`src/rtl/mte_pkg.sv`:
```
// ---------------------------------------------------------------------------
// mte_pkg
// Shared widths, register indexes and reset values for the multitap echo.
// ---------------------------------------------------------------------------
package mte_pkg;

  // default build parameters
  localparam int HISTORY_DEPTH_DEF = 131072;
  localparam int MAX_TAPS_DEF      = 8;
  localparam int SAMPLE_WIDTH_DEF  = 16;

  // configuration register widths
  localparam int DELAY_W    = 14;
  localparam int TAPS_W     = 4;
  localparam int DAMP_W     = 16;
  localparam int CFG_DATA_W = 16;
  localparam int CFG_IDX_W  = 2;

  // register indexes
  localparam logic [CFG_IDX_W-1:0] REG_DELAY = 2'd0;
  localparam logic [CFG_IDX_W-1:0] REG_TAPS  = 2'd1;
  localparam logic [CFG_IDX_W-1:0] REG_DAMP  = 2'd2;

  // register reset values
  localparam logic [DELAY_W-1:0] DELAY_RST = 14'd13230;
  localparam logic [TAPS_W-1:0]  TAPS_RST  = 4'd4;
  localparam logic [DAMP_W-1:0]  DAMP_RST  = 16'd32768;

  // fixed point: tap gains are unsigned Q1.16
  localparam int               FRAC_W     = 16;
  localparam int               GAIN_W     = 17;
  localparam int               MUL_B_W    = GAIN_W + 1;
  localparam logic [GAIN_W-1:0] GAIN_ONE  = 17'd65536;
  localparam int               ROUND_HALF = 32768;

  // tap counter, holds up to the largest allowed tap count (15)
  localparam int TAP_CNT_W = 5;

endpackage

```
`src/rtl/mte_mul.sv`:
```
// ---------------------------------------------------------------------------
// mte_mul
// Shared signed multiplier with registered product, used for both the
// sample-times-gain products and the per-tap gain update.
// ---------------------------------------------------------------------------
module mte_mul #(
  parameter int A_W = 17
) (
  input  logic                                  clk,
  input  logic signed [A_W-1:0]                 a,
  input  logic signed [mte_pkg::MUL_B_W-1:0]    b,
  output logic signed [A_W+mte_pkg::MUL_B_W-1:0] p
);

  import mte_pkg::*;

  // one product per cycle
  always_ff @(posedge clk) begin
    p <= (A_W+MUL_B_W)'(a) * (A_W+MUL_B_W)'(b);
  end

endmodule

```
`config.mk`:
```
export PLATFORM = sky130hd
export DESIGN_NAME = mte_mul
export DESIGN_NICKNAME = d
export VERILOG_FILES = /design/src/rtl/mte_pkg.sv /design/src/rtl/mte_mul.sv
export SDC_FILE = /design/constraint.sdc
export NUM_CORES = 1
export LEC_CHECK = 0
export BUFFER_PORTS_ARGS = -buffer_cell sky130_fd_sc_hd__buf_2
export CAP_MARGIN = 5
export CORE_AREA = 3 3 178 128
export DETAILED_ROUTE_END_ITERATION = 7
export DIE_AREA = 0 0 181 131
export GPL_TIMING_DRIVEN = 0
export PLACE_DENSITY = 0.74
export SLEW_MARGIN = 15
export SYNTH_ARGS = -nofsm -noshare
export SYNTH_HDL_FRONTEND = slang
export SYNTH_SLANG_ARGS = --single-unit
```
`constraint.sdc`:
```
create_clock -name clk -period 15.66 [get_ports clk]
set_input_delay 3.915 -clock clk [delete_from_list [all_inputs] [get_ports clk]]
set_output_delay 3.915 -clock clk [all_outputs]
set_load 0.02 [all_outputs]
```
# Yosys cells after proc, flatten, opt, wreduce, memory -nomap -nowiden

Cells that the tools add are included.

Output and inout bits: 35
Register bits: 35
Bits of input ports: 36

Multiply operators: 1

Operators by type and width:

| operator         | count |
|---|---|
| $mul A17 B18 Y35 | 1 |

# Logic depth before layout (Yosys ltp)

Gate-level depths: netlist of the first run.

Word-level depth: 1
Mapped depth: 23
Gate-level depth less buffers: 21

# Worst setup path before layout of the first run

Ideal clock, no wire load.

Kind: input to register
Start: in a[8]
End: reg p[34] (netlist bit)
Stages on the path: 22
Setup slack: 6257 ps
Buffers on the path: 2
Setup time: 123 ps
Arrival time: 9280 ps
Path through: clkbuf_1 clkbuf_1 nand2_1 fa_1 inv_1 fa_1 inv_1 fa_1 inv_1 fa_1 fa_1 inv_1 fa_1 inv_1 ha_1 and2_1 a221oi_2 a21oi_1 a2bb2oi_1 nand3_1 a221oi_2 xnor2_1

Cells in the longest elaborated chain, start to end: 1

RTL lines:

| element                | line          | source |
|---|---|---|
| start: declaration     | mte_mul.sv:10 | `input logic signed [A_W-1:0] a,` |
| $mul A17 B18 Y35       | mte_mul.sv:19 | `p <= (A_W+MUL_B_W)'(a) * (A_W+MUL_B_W)'(b);` |
| end signal: assignment | mte_mul.sv:19 |  |
| end: declaration       | mte_mul.sv:12 | `output logic signed [A_W+mte_pkg::MUL_B_W-1:0] p` |

Every way passes these cells.

# Worst setup path in the final report of the first run

Ends and elaborated chain as after synthesis.

==> flow_summary.json, run 1 <==
{
  "dieArea_mm2": 0.02371,
  "drt_iter0_drc": 620,
  "slew_violations": 0,
  "utilization_pct": 61.21,
  "synthFlopType": "dfxtp_1",
  "root_buffer": "clkbuf_16",
  "yosys_warnings": 0,
  "dr.pass1.iters": 5,
  "nFillCells": 1786,
  "postCtsSetupRepairBufs": 0,
  "arrival_ns": 10.40,
  "rsz0062_at_grt": "false",
  "largest_registers": "p: 35 flops",
  "synth_top_area_cell": "fa_1",
  "ys_top_cells_by_area": "fa_1 51%, inv_1 9.5%, ha_1 8.9%, and2_1 8.1%, dfxtp_1 5.7%",
  "timing.final.crit_share_pct": 65.42,
  "tns_ns": 0,
  "gp_congestion": 0.9522,
  "yosysSeqAreaShare_pct": 5.717,
  "synth_top_cell_area_share_pct": 50.80,
  "initial_utilization_pct": 57.44,
  "slew_headroom_pct": 48.47,
  "ios": 71,
  "post_cts_resize_count": 0,
  "drc": 0,
  "port_buffers": 64,
  "grt_max_degree": 12,
  "endpoint_kind": "flop",
  "fin_crit_ns": 10.25,
  "cts_sinks": 35,
  "synth_cell_types": 54,
  "netlist_instances": 1290,
  "avgSynthCellArea_um2": 9.501,
  "synth_fp_nets": 1724,
  "register_area_um2": 700.7,
  "grt_overflow_total": 0,
  "grt_usage_pct": 28.79,
  "hold_ws_ns": 3.994,
  "setup_viol": 0,
  "cts_buffers": 5,
  "netlist_area_mm2": 0.01226,
  "cts_hold_buf": 0,
  "via_count": 8712,
  "fin_cells": 1643,
  "fin_nets": 1795,
  "final_common_cell": "fa_1",
  "post_drt_wl_per_cell_um": 19.27,
  "hold_path.class": "input port to flop",
  "grt_pass1_wl_mm": 52.14,
  "clockBufferDepth": 2,
  "tightest_slew_ns": 0.7707,
  "dpl.hpwl_mm": 27.32,
  "place_inst": 1636,
  "largest_reg_flops": 35,
  "status": "complete, no violations",
  "grt_pass1_vias": 9416,
  "final_cell_mix": "311 x fa_1, 310 x inv_1, 159 x and2_1",
  "antenna_left": 0,
  "tritoncts": "yes",
  "crit_start": "a[8]",
  "areaGrowthSynthToFinish_pct": 6.564,
  "fp.coreArea_mm2": 0.02134,
  "critPathRequiredTime_ns": 15.81,
  "die-width_um": 181,
  "vias_per_cell": 5.302,
  "fmax_mhz": 97.61,
  "synth_edf_count": 0,
  "cap_violations": 0,
  "path_clk_slew_ns": 0.05,
  "antenna_found_initial": 0,
  "die_h_um": 131,
  "async_reset_ff_share_pct": 0,
  "crit_end": "p[34]",
  "cp_max_fo": 10,
  "path_class": "input port to flop",
  "max_flop_register": "p",
  "totalWireLength_mm": 31.67,
  "core.rowCount": 45,
  "layout-drive-gt1-share_pct": 6.618,
  "start_kind": "input port",
  "multi_input_area_mm2": 0.01019,
  "hold_viol": 0,
  "ys_ff_latch": 35,
  "cts-htree-levels": 2
}
-- critical path: stages --
cell	delay (ns)
clkbuf_1	0.50
clkbuf_1	0.50
nand2_1	0.15
fa_1	0.57
inv_1	0.05
fa_1	0.49
inv_1	0.06
fa_1	0.55
inv_1	0.07
fa_1	0.51
fa_1	0.51
inv_1	0.05
fa_1	0.48
inv_1	0.04
ha_1	0.33
and2_1	0.21
a221oi_2	0.28
a21oi_1	0.16
a2bb2oi_1	0.31
nand3_1	0.23
a221oi_2	0.31
xnor2_1	0.11
-- kinds of logic after synthesis --
logic type	count (synthesis)	synth area share (%)
adder cells (fa/ha/maj)	398	59.68
AND/OR/NAND/NOR	365	15.13
buffers and inverters	356	11.17
AO/OA/AOI/OAI	98	5.594
XOR/XNOR	38	2.715
flip-flops	35	5.717
-- Yosys cell counts (3+ instances only) --
library cell / number
and2_1: 159
a21o_1: 10
o21a_1: 6
nor3_1: 3
xor2_1: 6
nor2_1: 30
xnor2_1: 32
nand2_1: 140
a211oi_1: 4
nand3_1: 9
inv_1: 310
a21oi_1: 24
o211ai_1: 6
nand2b_1: 7
o21bai_1: 4
and3_1: 4
clkbuf_1: 41
ha_1: 87
fa_1: 311
or2_2: 3
o21ai_0: 18
dfxtp_1: 35
-- worst min-delay path by stage --
stage,start,endpoint,cells past startpoint
6_report,a[0],p[0],2
3_5_place_dp,a[0],p[0],2
2_1_floorplan,a[0],p[0],1
4_1_cts,a[0],p[0],2
3_3_place_gp,a[0],p[0],2
5_1_grt,a[0],p[0],2
-- stage by stage --
stage	setup WS, ns	area, µm²
floorplan	6.257	12260
global placement	5.193	12930
detailed placement	5.197	12930
CTS	5.439	13060
global route	5.101	13060
finish	5.415	13060
-- layer usage --
layer	global-route usage [%]	vias up	wire [µm]
li1	-	3924	-
met1	44.30	4300	14570
met2	39.46	450	12540
met3	9.740	38	3951
met4	6.535	0	603
met5	0	-	0
-- layout make-up --
cell class | count | share of cell area [%]
inverter | 310 | 8.909
buffer | 46 | 1.571
sequential | 35 | 5.364
antenna | 1 | 0.01916
timing repair buffer | 64 | 2.452
tap | 282 | 2.701
clock buffer | 6 | 0.9867
multi-input combinational | 899 | 78.00
Power of run 1 is not shown: default switching activity piles up to over one toggle a cycle in this logic, so the estimate is an artifact.
==> inputs of run 2 (changes only) <==
--- a/config.mk
+++ b/config.mk
@@ -5,13 +5,14 @@
 export SDC_FILE = /design/constraint.sdc
 export NUM_CORES = 1
 export LEC_CHECK = 0
+export ABC_AREA = 1
 export BUFFER_PORTS_ARGS = -buffer_cell sky130_fd_sc_hd__buf_2
 export CAP_MARGIN = 5
-export CORE_AREA = 3 3 178 128
+export CORE_AREA = 3 3 184 132
 export DETAILED_ROUTE_END_ITERATION = 7
-export DIE_AREA = 0 0 181 131
+export DIE_AREA = 0 0 187 135
 export GPL_TIMING_DRIVEN = 0
-export PLACE_DENSITY = 0.74
+export PLACE_DENSITY = 0.77
 export SLEW_MARGIN = 15
 export SYNTH_ARGS = -nofsm -noshare
 export SYNTH_HDL_FRONTEND = slang
==> constraint.sdc (replaced) <==
create_clock -name clk -period 8.8 [get_ports clk]
set_input_delay 2.2 -clock clk [delete_from_list [all_inputs] [get_ports clk]]
set_output_delay 2.2 -clock clk [all_outputs]
set_load 0.02 [all_outputs]
==> flow_summary.json, run 2 <==
{
  "status": "complete, no violations",
  "crit_start": "a[7]",
  "yosys_warnings": 0,
  "fp.coreArea_mm2": 0.02262,
  "root_buffer": "clkbuf_16",
  "path_clk_slew_ns": 0.06,
  "hold_path.class": "input port to flop",
  "tns_ns": 0,
  "synth_fa_ha_area_share_pct": 55.63,
  "placed_cell_area_mm2": 0.01372,
  "cts_hold_buf": 0,
  "grt_pass1_wl_mm": 56.35,
  "synth_xor_area_share_pct": 1.332,
  "cp_slowest_cell": "fa_1",
  "worstHoldPathCells": 3,
  "dpl.hpwl_mm": 29.72,
  "max_flop_register": "p",
  "synthMostInstantiatedCell": "inv_1",
  "tightest_slew_ns": 0.7943,
  "rsz0062_at_grt": "false",
  "synth-simple-area-share_pct": 18.51,
  "final_common_cell": "inv_1",
  "grt_use_met1_pct": 39.55,
  "totalWireLength_mm": 34.20,
  "via_count": 10558,
  "die_h_um": 135,
  "largest_registers": "p: 35 flops",
  "fin_nets": 2184,
  "cts-htree-levels": 2,
  "critPathMostFrequentCell": "fa_1",
  "final_cell_mix": "535 x inv_1, 477 x nand2_1, 311 x fa_1",
  "dieArea_mm2": 0.02525,
  "hold_end": "p[0]",
  "ios": 71,
  "synth_common_cells": "535 x inv_1, 477 x nand2_1, 311 x fa_1, 87 x ha_1, 67 x clkbuf_1",
  "cp_max_fo": 10,
  "min_from": "a[0]",
  "slew_violations": 0,
  "dr.pass1.iters": 5,
  "synth_top_area_cell": "fa_1",
  "synth_fp_nets": 2141,
  "cts_buffers": 5,
  "antenna_found_initial": 0,
  "yosysSeqAreaShare_pct": 5.329,
  "arrival_ns": 8.40,
  "grt_usage_pct": 28.73,
  "areaGrowthSynthToFinish_pct": 5.471,
  "synthMuxAreaShare_pct": 0,
  "netlist_area_mm2": 0.01315,
  "path_cells": "clkbuf_1 > clkbuf_1 > nand2_1 > fa_1 > inv_1 > fa_1 > fa_1 > fa_1 > fa_1 > inv_1 > fa_1 > inv_1 > ha_1 > nand2_1 > inv_1 > nand2_1 > nor3_1 > and2_1 > nand2_1 > nand3_1 > nand2_1",
  "start_kind": "input port",
  "port_buffers": 36,
  "clockBufferDepth": 2,
  "cts_sinks": 35,
  "antennaDiodeCount": 0,
  "synth_top_family_by_area": "adder cells",
  "tritoncts": "yes",
  "ys_top_cells_by_area": "fa_1 47%, inv_1 15%, nand2_1 14%, ha_1 8.3%, dfxtp_1 5.3%",
  "layout-drive-gt1-share_pct": 3.998,
  "avgSynthCellArea_um2": 7.703,
  "fmax_mhz": 121.7,
  "postCtsSetupRepairBufs": 0,
  "initial_utilization_pct": 58.13,
  "antenna_left": 0,
  "fin_crit_ns": 8.218,
  "drc": 0,
  "gp_congestion": 0.9737,
  "synth_top_cell_area_share_pct": 47.35,
  "cpPeakStageDelay_ns": 0.77,
  "synth_edf_count": 0,
  "hold_viol": 0,
  "async_reset_ff_share_pct": 0,
  "grt_pass1_vias": 11201,
  "final_area_mm2": 0.01387,
  "path_class": "input port to flop",
  "endpoint_kind": "flop",
  "grt_max_degree": 14,
  "synth_cell_types": 30,
  "post_cts_resize_count": 0,
  "ys_ff_latch": 35,
  "grt_overflow_total": 0,
  "vias_per_cell": 5.118,
  "netlist_instances": 1707,
  "grt_use_met3_pct": 8.355,
  "critPathRequiredTime_ns": 8.98,
  "busiest_layer": "met2",
  "core.rowCount": 46,
  "cap_violations": 0,
  "post_drt_wl_per_cell_um": 16.58,
  "synth_compound_area_share_pct": 1.875,
  "die-width_um": 187,
  "largest_reg_flops": 35,
  "setup_viol": 0,
  "drt_iter0_drc": 888,
  "synthFlopType": "dfxtp_1",
  "timing.final.crit_share_pct": 93.39,
  "grt_use_met2_pct": 45.35,
  "slew_headroom_pct": 47.04
}
## run 2: cell count changes in the layout (fill, tap and decap cells not counted), sizes merged, moves of 21 or more
cell and delta:
nand2 +344, inv +228, and2 -155, nor2 +35, buf -29, xnor2 -28, clkbuf +23, nand3 +21
## run 2: kinds of logic after synthesis
logic type	Yosys count
AO/OA/AOI/OAI	42
flip-flops	35
AND/OR/NAND/NOR	605
buffers and inverters	607
XOR/XNOR	20
adder cells (fa/ha/maj)	398
## run 2: worst max-delay path: cells and delay by family
kind / cells / cell delay, ns
adder cells (fa/ha/maj): 7 / 3.72
buffers and inverters: 6 / 1.31
AND/OR/NAND/NOR: 8 / 1.17
## run 2: area by class of cell
type / count / area [µm²]
multi-input cells: 1065 / 10170
clock inverters: 3 / 23.77
flip-flops and latches: 35 / 700.7
repair buffers: 36 / 180.2
well taps: 312 / 390.4
inverters: 538 / 2019
plain buffers: 69 / 259.0
clock buffers: 5 / 125.1
fillers: 2048 / 8751
## run 2: worst max path at each step
stage | end | slack (ns) | depth (start not counted)
floorplan | p[31] | 1.46 | 21
global placement | p[32] | 0.53 | 20
detailed placement | p[32] | 0.44 | 20
CTS | p[32] | 0.72 | 20
global route | p[32] | 0.29 | 20
finish | p[31] | 0.58 | 21
## run 2: metrics by stage
step	setup slack (ns)	utilization, %	cells	hold slack, ns
4_1_cts	0.7202	61.31	2063	2.451
2_1_floorplan	1.455	-	1707	2.497
6_report	0.5817	61.31	2063	2.460
3_3_place_gp	0.5295	60.65	2055	2.616
3_5_place_dp	0.4380	60.65	2055	2.616
5_1_grt	0.2949	61.31	2063	2.462
## run 2: layer usage
layer | share of wire, % | vias up
li1 | - | 4818
met3 | 12 | 73
met5 | 0 | -
met1 | 41 | 5140
met2 | 44 | 527
met4 | 2.8 | 0
Power of run 2 is left out for the same reason.
==> inputs of run 3 (changes only) <==
--- a/config.mk
+++ b/config.mk
@@ -6,13 +6,13 @@
 export NUM_CORES = 1
 export LEC_CHECK = 0
 export ABC_AREA = 1
-export BUFFER_PORTS_ARGS = -buffer_cell sky130_fd_sc_hd__buf_2
 export CAP_MARGIN = 5
 export CORE_AREA = 3 3 184 132
 export DETAILED_ROUTE_END_ITERATION = 7
 export DIE_AREA = 0 0 187 135
+export DONT_BUFFER_PORTS = 1
 export GPL_TIMING_DRIVEN = 0
-export PLACE_DENSITY = 0.77
+export PLACE_DENSITY = 0.71
 export SLEW_MARGIN = 15
 export SYNTH_ARGS = -nofsm -noshare
 export SYNTH_HDL_FRONTEND = slang
==> constraint.sdc (replaced) <==
create_clock -name clk -period 9.3 [get_ports clk]
set_input_delay 2.325 -clock clk [delete_from_list [all_inputs] [get_ports clk]]
set_output_delay 2.325 -clock clk [all_outputs]
set_load 0.02 [all_outputs]
==> flow_summary.json, run 3 (synthesized netlist as in run 2, its figures left out) <==
{
  "status": "complete, no violations",
  "critPathRequiredTime_ns": 9.47,
  "gp_congestion": 0.9873,
  "cts_buffers": 5,
  "path_clk_slew_ns": 0.05,
  "cts-htree-levels": 2,
  "endpoint_kind": "flop",
  "path_cells": "clkbuf_1 > clkbuf_1 > nand2_1 > fa_1 > inv_1 > fa_1 > fa_1 > fa_1 > fa_1 > inv_1 > fa_1 > inv_1 > ha_1 > nand2_1 > inv_1 > nand2_1 > nor3_1 > and2_1 > nand2_1 > nand3_1 > nand2_1",
  "register_area_um2": 700.7,
  "final_cell_mix": "535 x inv_1, 477 x nand2_1, 311 x fa_1",
  "grt_overflow_total": 0,
  "grt_usage_pct": 28.84,
  "die_h_um": 135,
  "drt_iter0_drc": 793,
  "fin_crit_ns": 8.358,
  "critPathMostFrequentCell": "fa_1",
  "grt_max_degree": 13,
  "slew_headroom_pct": 43.34,
  "ios": 71,
  "hold_path.class": "input port to flop",
  "drc": 0,
  "postCtsSetupRepairBufs": 0,
  "setup_viol": 0,
  "fin_nets": 2148,
  "vias_per_cell": 5.051,
  "grt_pass1_vias": 10796,
  "cts_hold_buf": 0,
  "tritoncts": "yes",
  "via_count": 10238,
  "max_flop_register": "p",
  "root_buffer": "clkbuf_16",
  "antenna_found_initial": 0,
  "dpl.hpwl_mm": 29.42,
  "grt_pass1_wl_mm": 56.02,
  "timing.final.crit_share_pct": 89.87,
  "dieArea_mm2": 0.02525,
  "slew_violations": 0,
  "post_drt_wl_per_cell_um": 16.77,
  "final_common_cell": "inv_1",
  "clockBufferDepth": 2,
  "dr.pass1.iters": 6,
  "cp_slowest_cell": "fa_1",
  "port_buffers": 0,
  "die-width_um": 187,
  "antennaDiodeCount": 0,
  "hold_viol": 0,
  "initial_utilization_pct": 58.13,
  "fp.coreArea_mm2": 0.02262,
  "cap_violations": 0,
  "areaGrowthSynthToFinish_pct": 4.434,
  "cts_sinks": 35,
  "arrival_ns": 8.53,
  "fmax_mhz": 119.6,
  "path_class": "input port to flop",
  "cpPeakStageDelay_ns": 0.81,
  "largest_reg_flops": 35,
  "multi_input_area_mm2": 0.01017,
  "tightest_slew_ns": 0.8499,
  "core.rowCount": 46,
  "antenna_left": 0,
  "rsz0062_at_grt": "false",
  "nFillCells": 2128,
  "post_cts_resize_count": 0,
  "start_kind": "input port",
  "largest_registers": "p: 35 flops",
  "cp_max_fo": 10,
  "layout-drive-gt1-share_pct": 1.983,
  "totalWireLength_mm": 33.99,
  "tns_ns": 0
}
## run 3: cell types whose count changed in the layout (fill, tap and decap cells not counted)
cell / change
inv_6: -1
clkinvlp_4: -1
bufinv_16: +2
buf_2: -36
## run 3: worst paths after layout
check / slack [ns] / start / cells after the start / endpoint
min: 2.61 / a[0] / 3 / p[0]
max: 0.94 / a[7] / 21 / p[31]
## run 3: layer usage
layer  wire (µm)  vias up  global-route usage [%]
met5           0        -                       0
met4         791        0                   6.169
met3        3527       52                   7.006
met2       15010      422                   45.55
met1       14660     5020                   41.09
li1            -     4744                       -
## run 3: cell type report
cell class	count	area share, %
Inverter	538	14.71
Clock inverter	3	0.4920
Buffer	69	1.886
Multi-Input combinational cell	1065	74.06
Sequential cell	35	5.103
Tap cell	312	2.843
Clock buffer	5	0.9112
## run 3: critical path, delay by kind of cell
| family | cells | cell delay (ns) |
|---|---|---|
| buf+inv | 6 | 1.27 |
| simple gates | 8 | 1.15 |
| fa+ha+maj | 7 | 3.78 |
## run 3: metrics by stage
stage	util, %	cells	setup slack, ns	instance area (µm²)	hold slack, ns
floorplan	-	1707	1.830	13150	2.622
global placement	59.86	2019	0.8691	13540	2.666
detailed placement	59.86	2019	0.7914	13540	2.667
CTS	60.71	2027	1.070	13730	2.607
global route	60.71	2027	0.6309	13730	2.625
finish	60.71	2027	0.9419	13730	2.613
Power of run 3 is left out for the same reason.
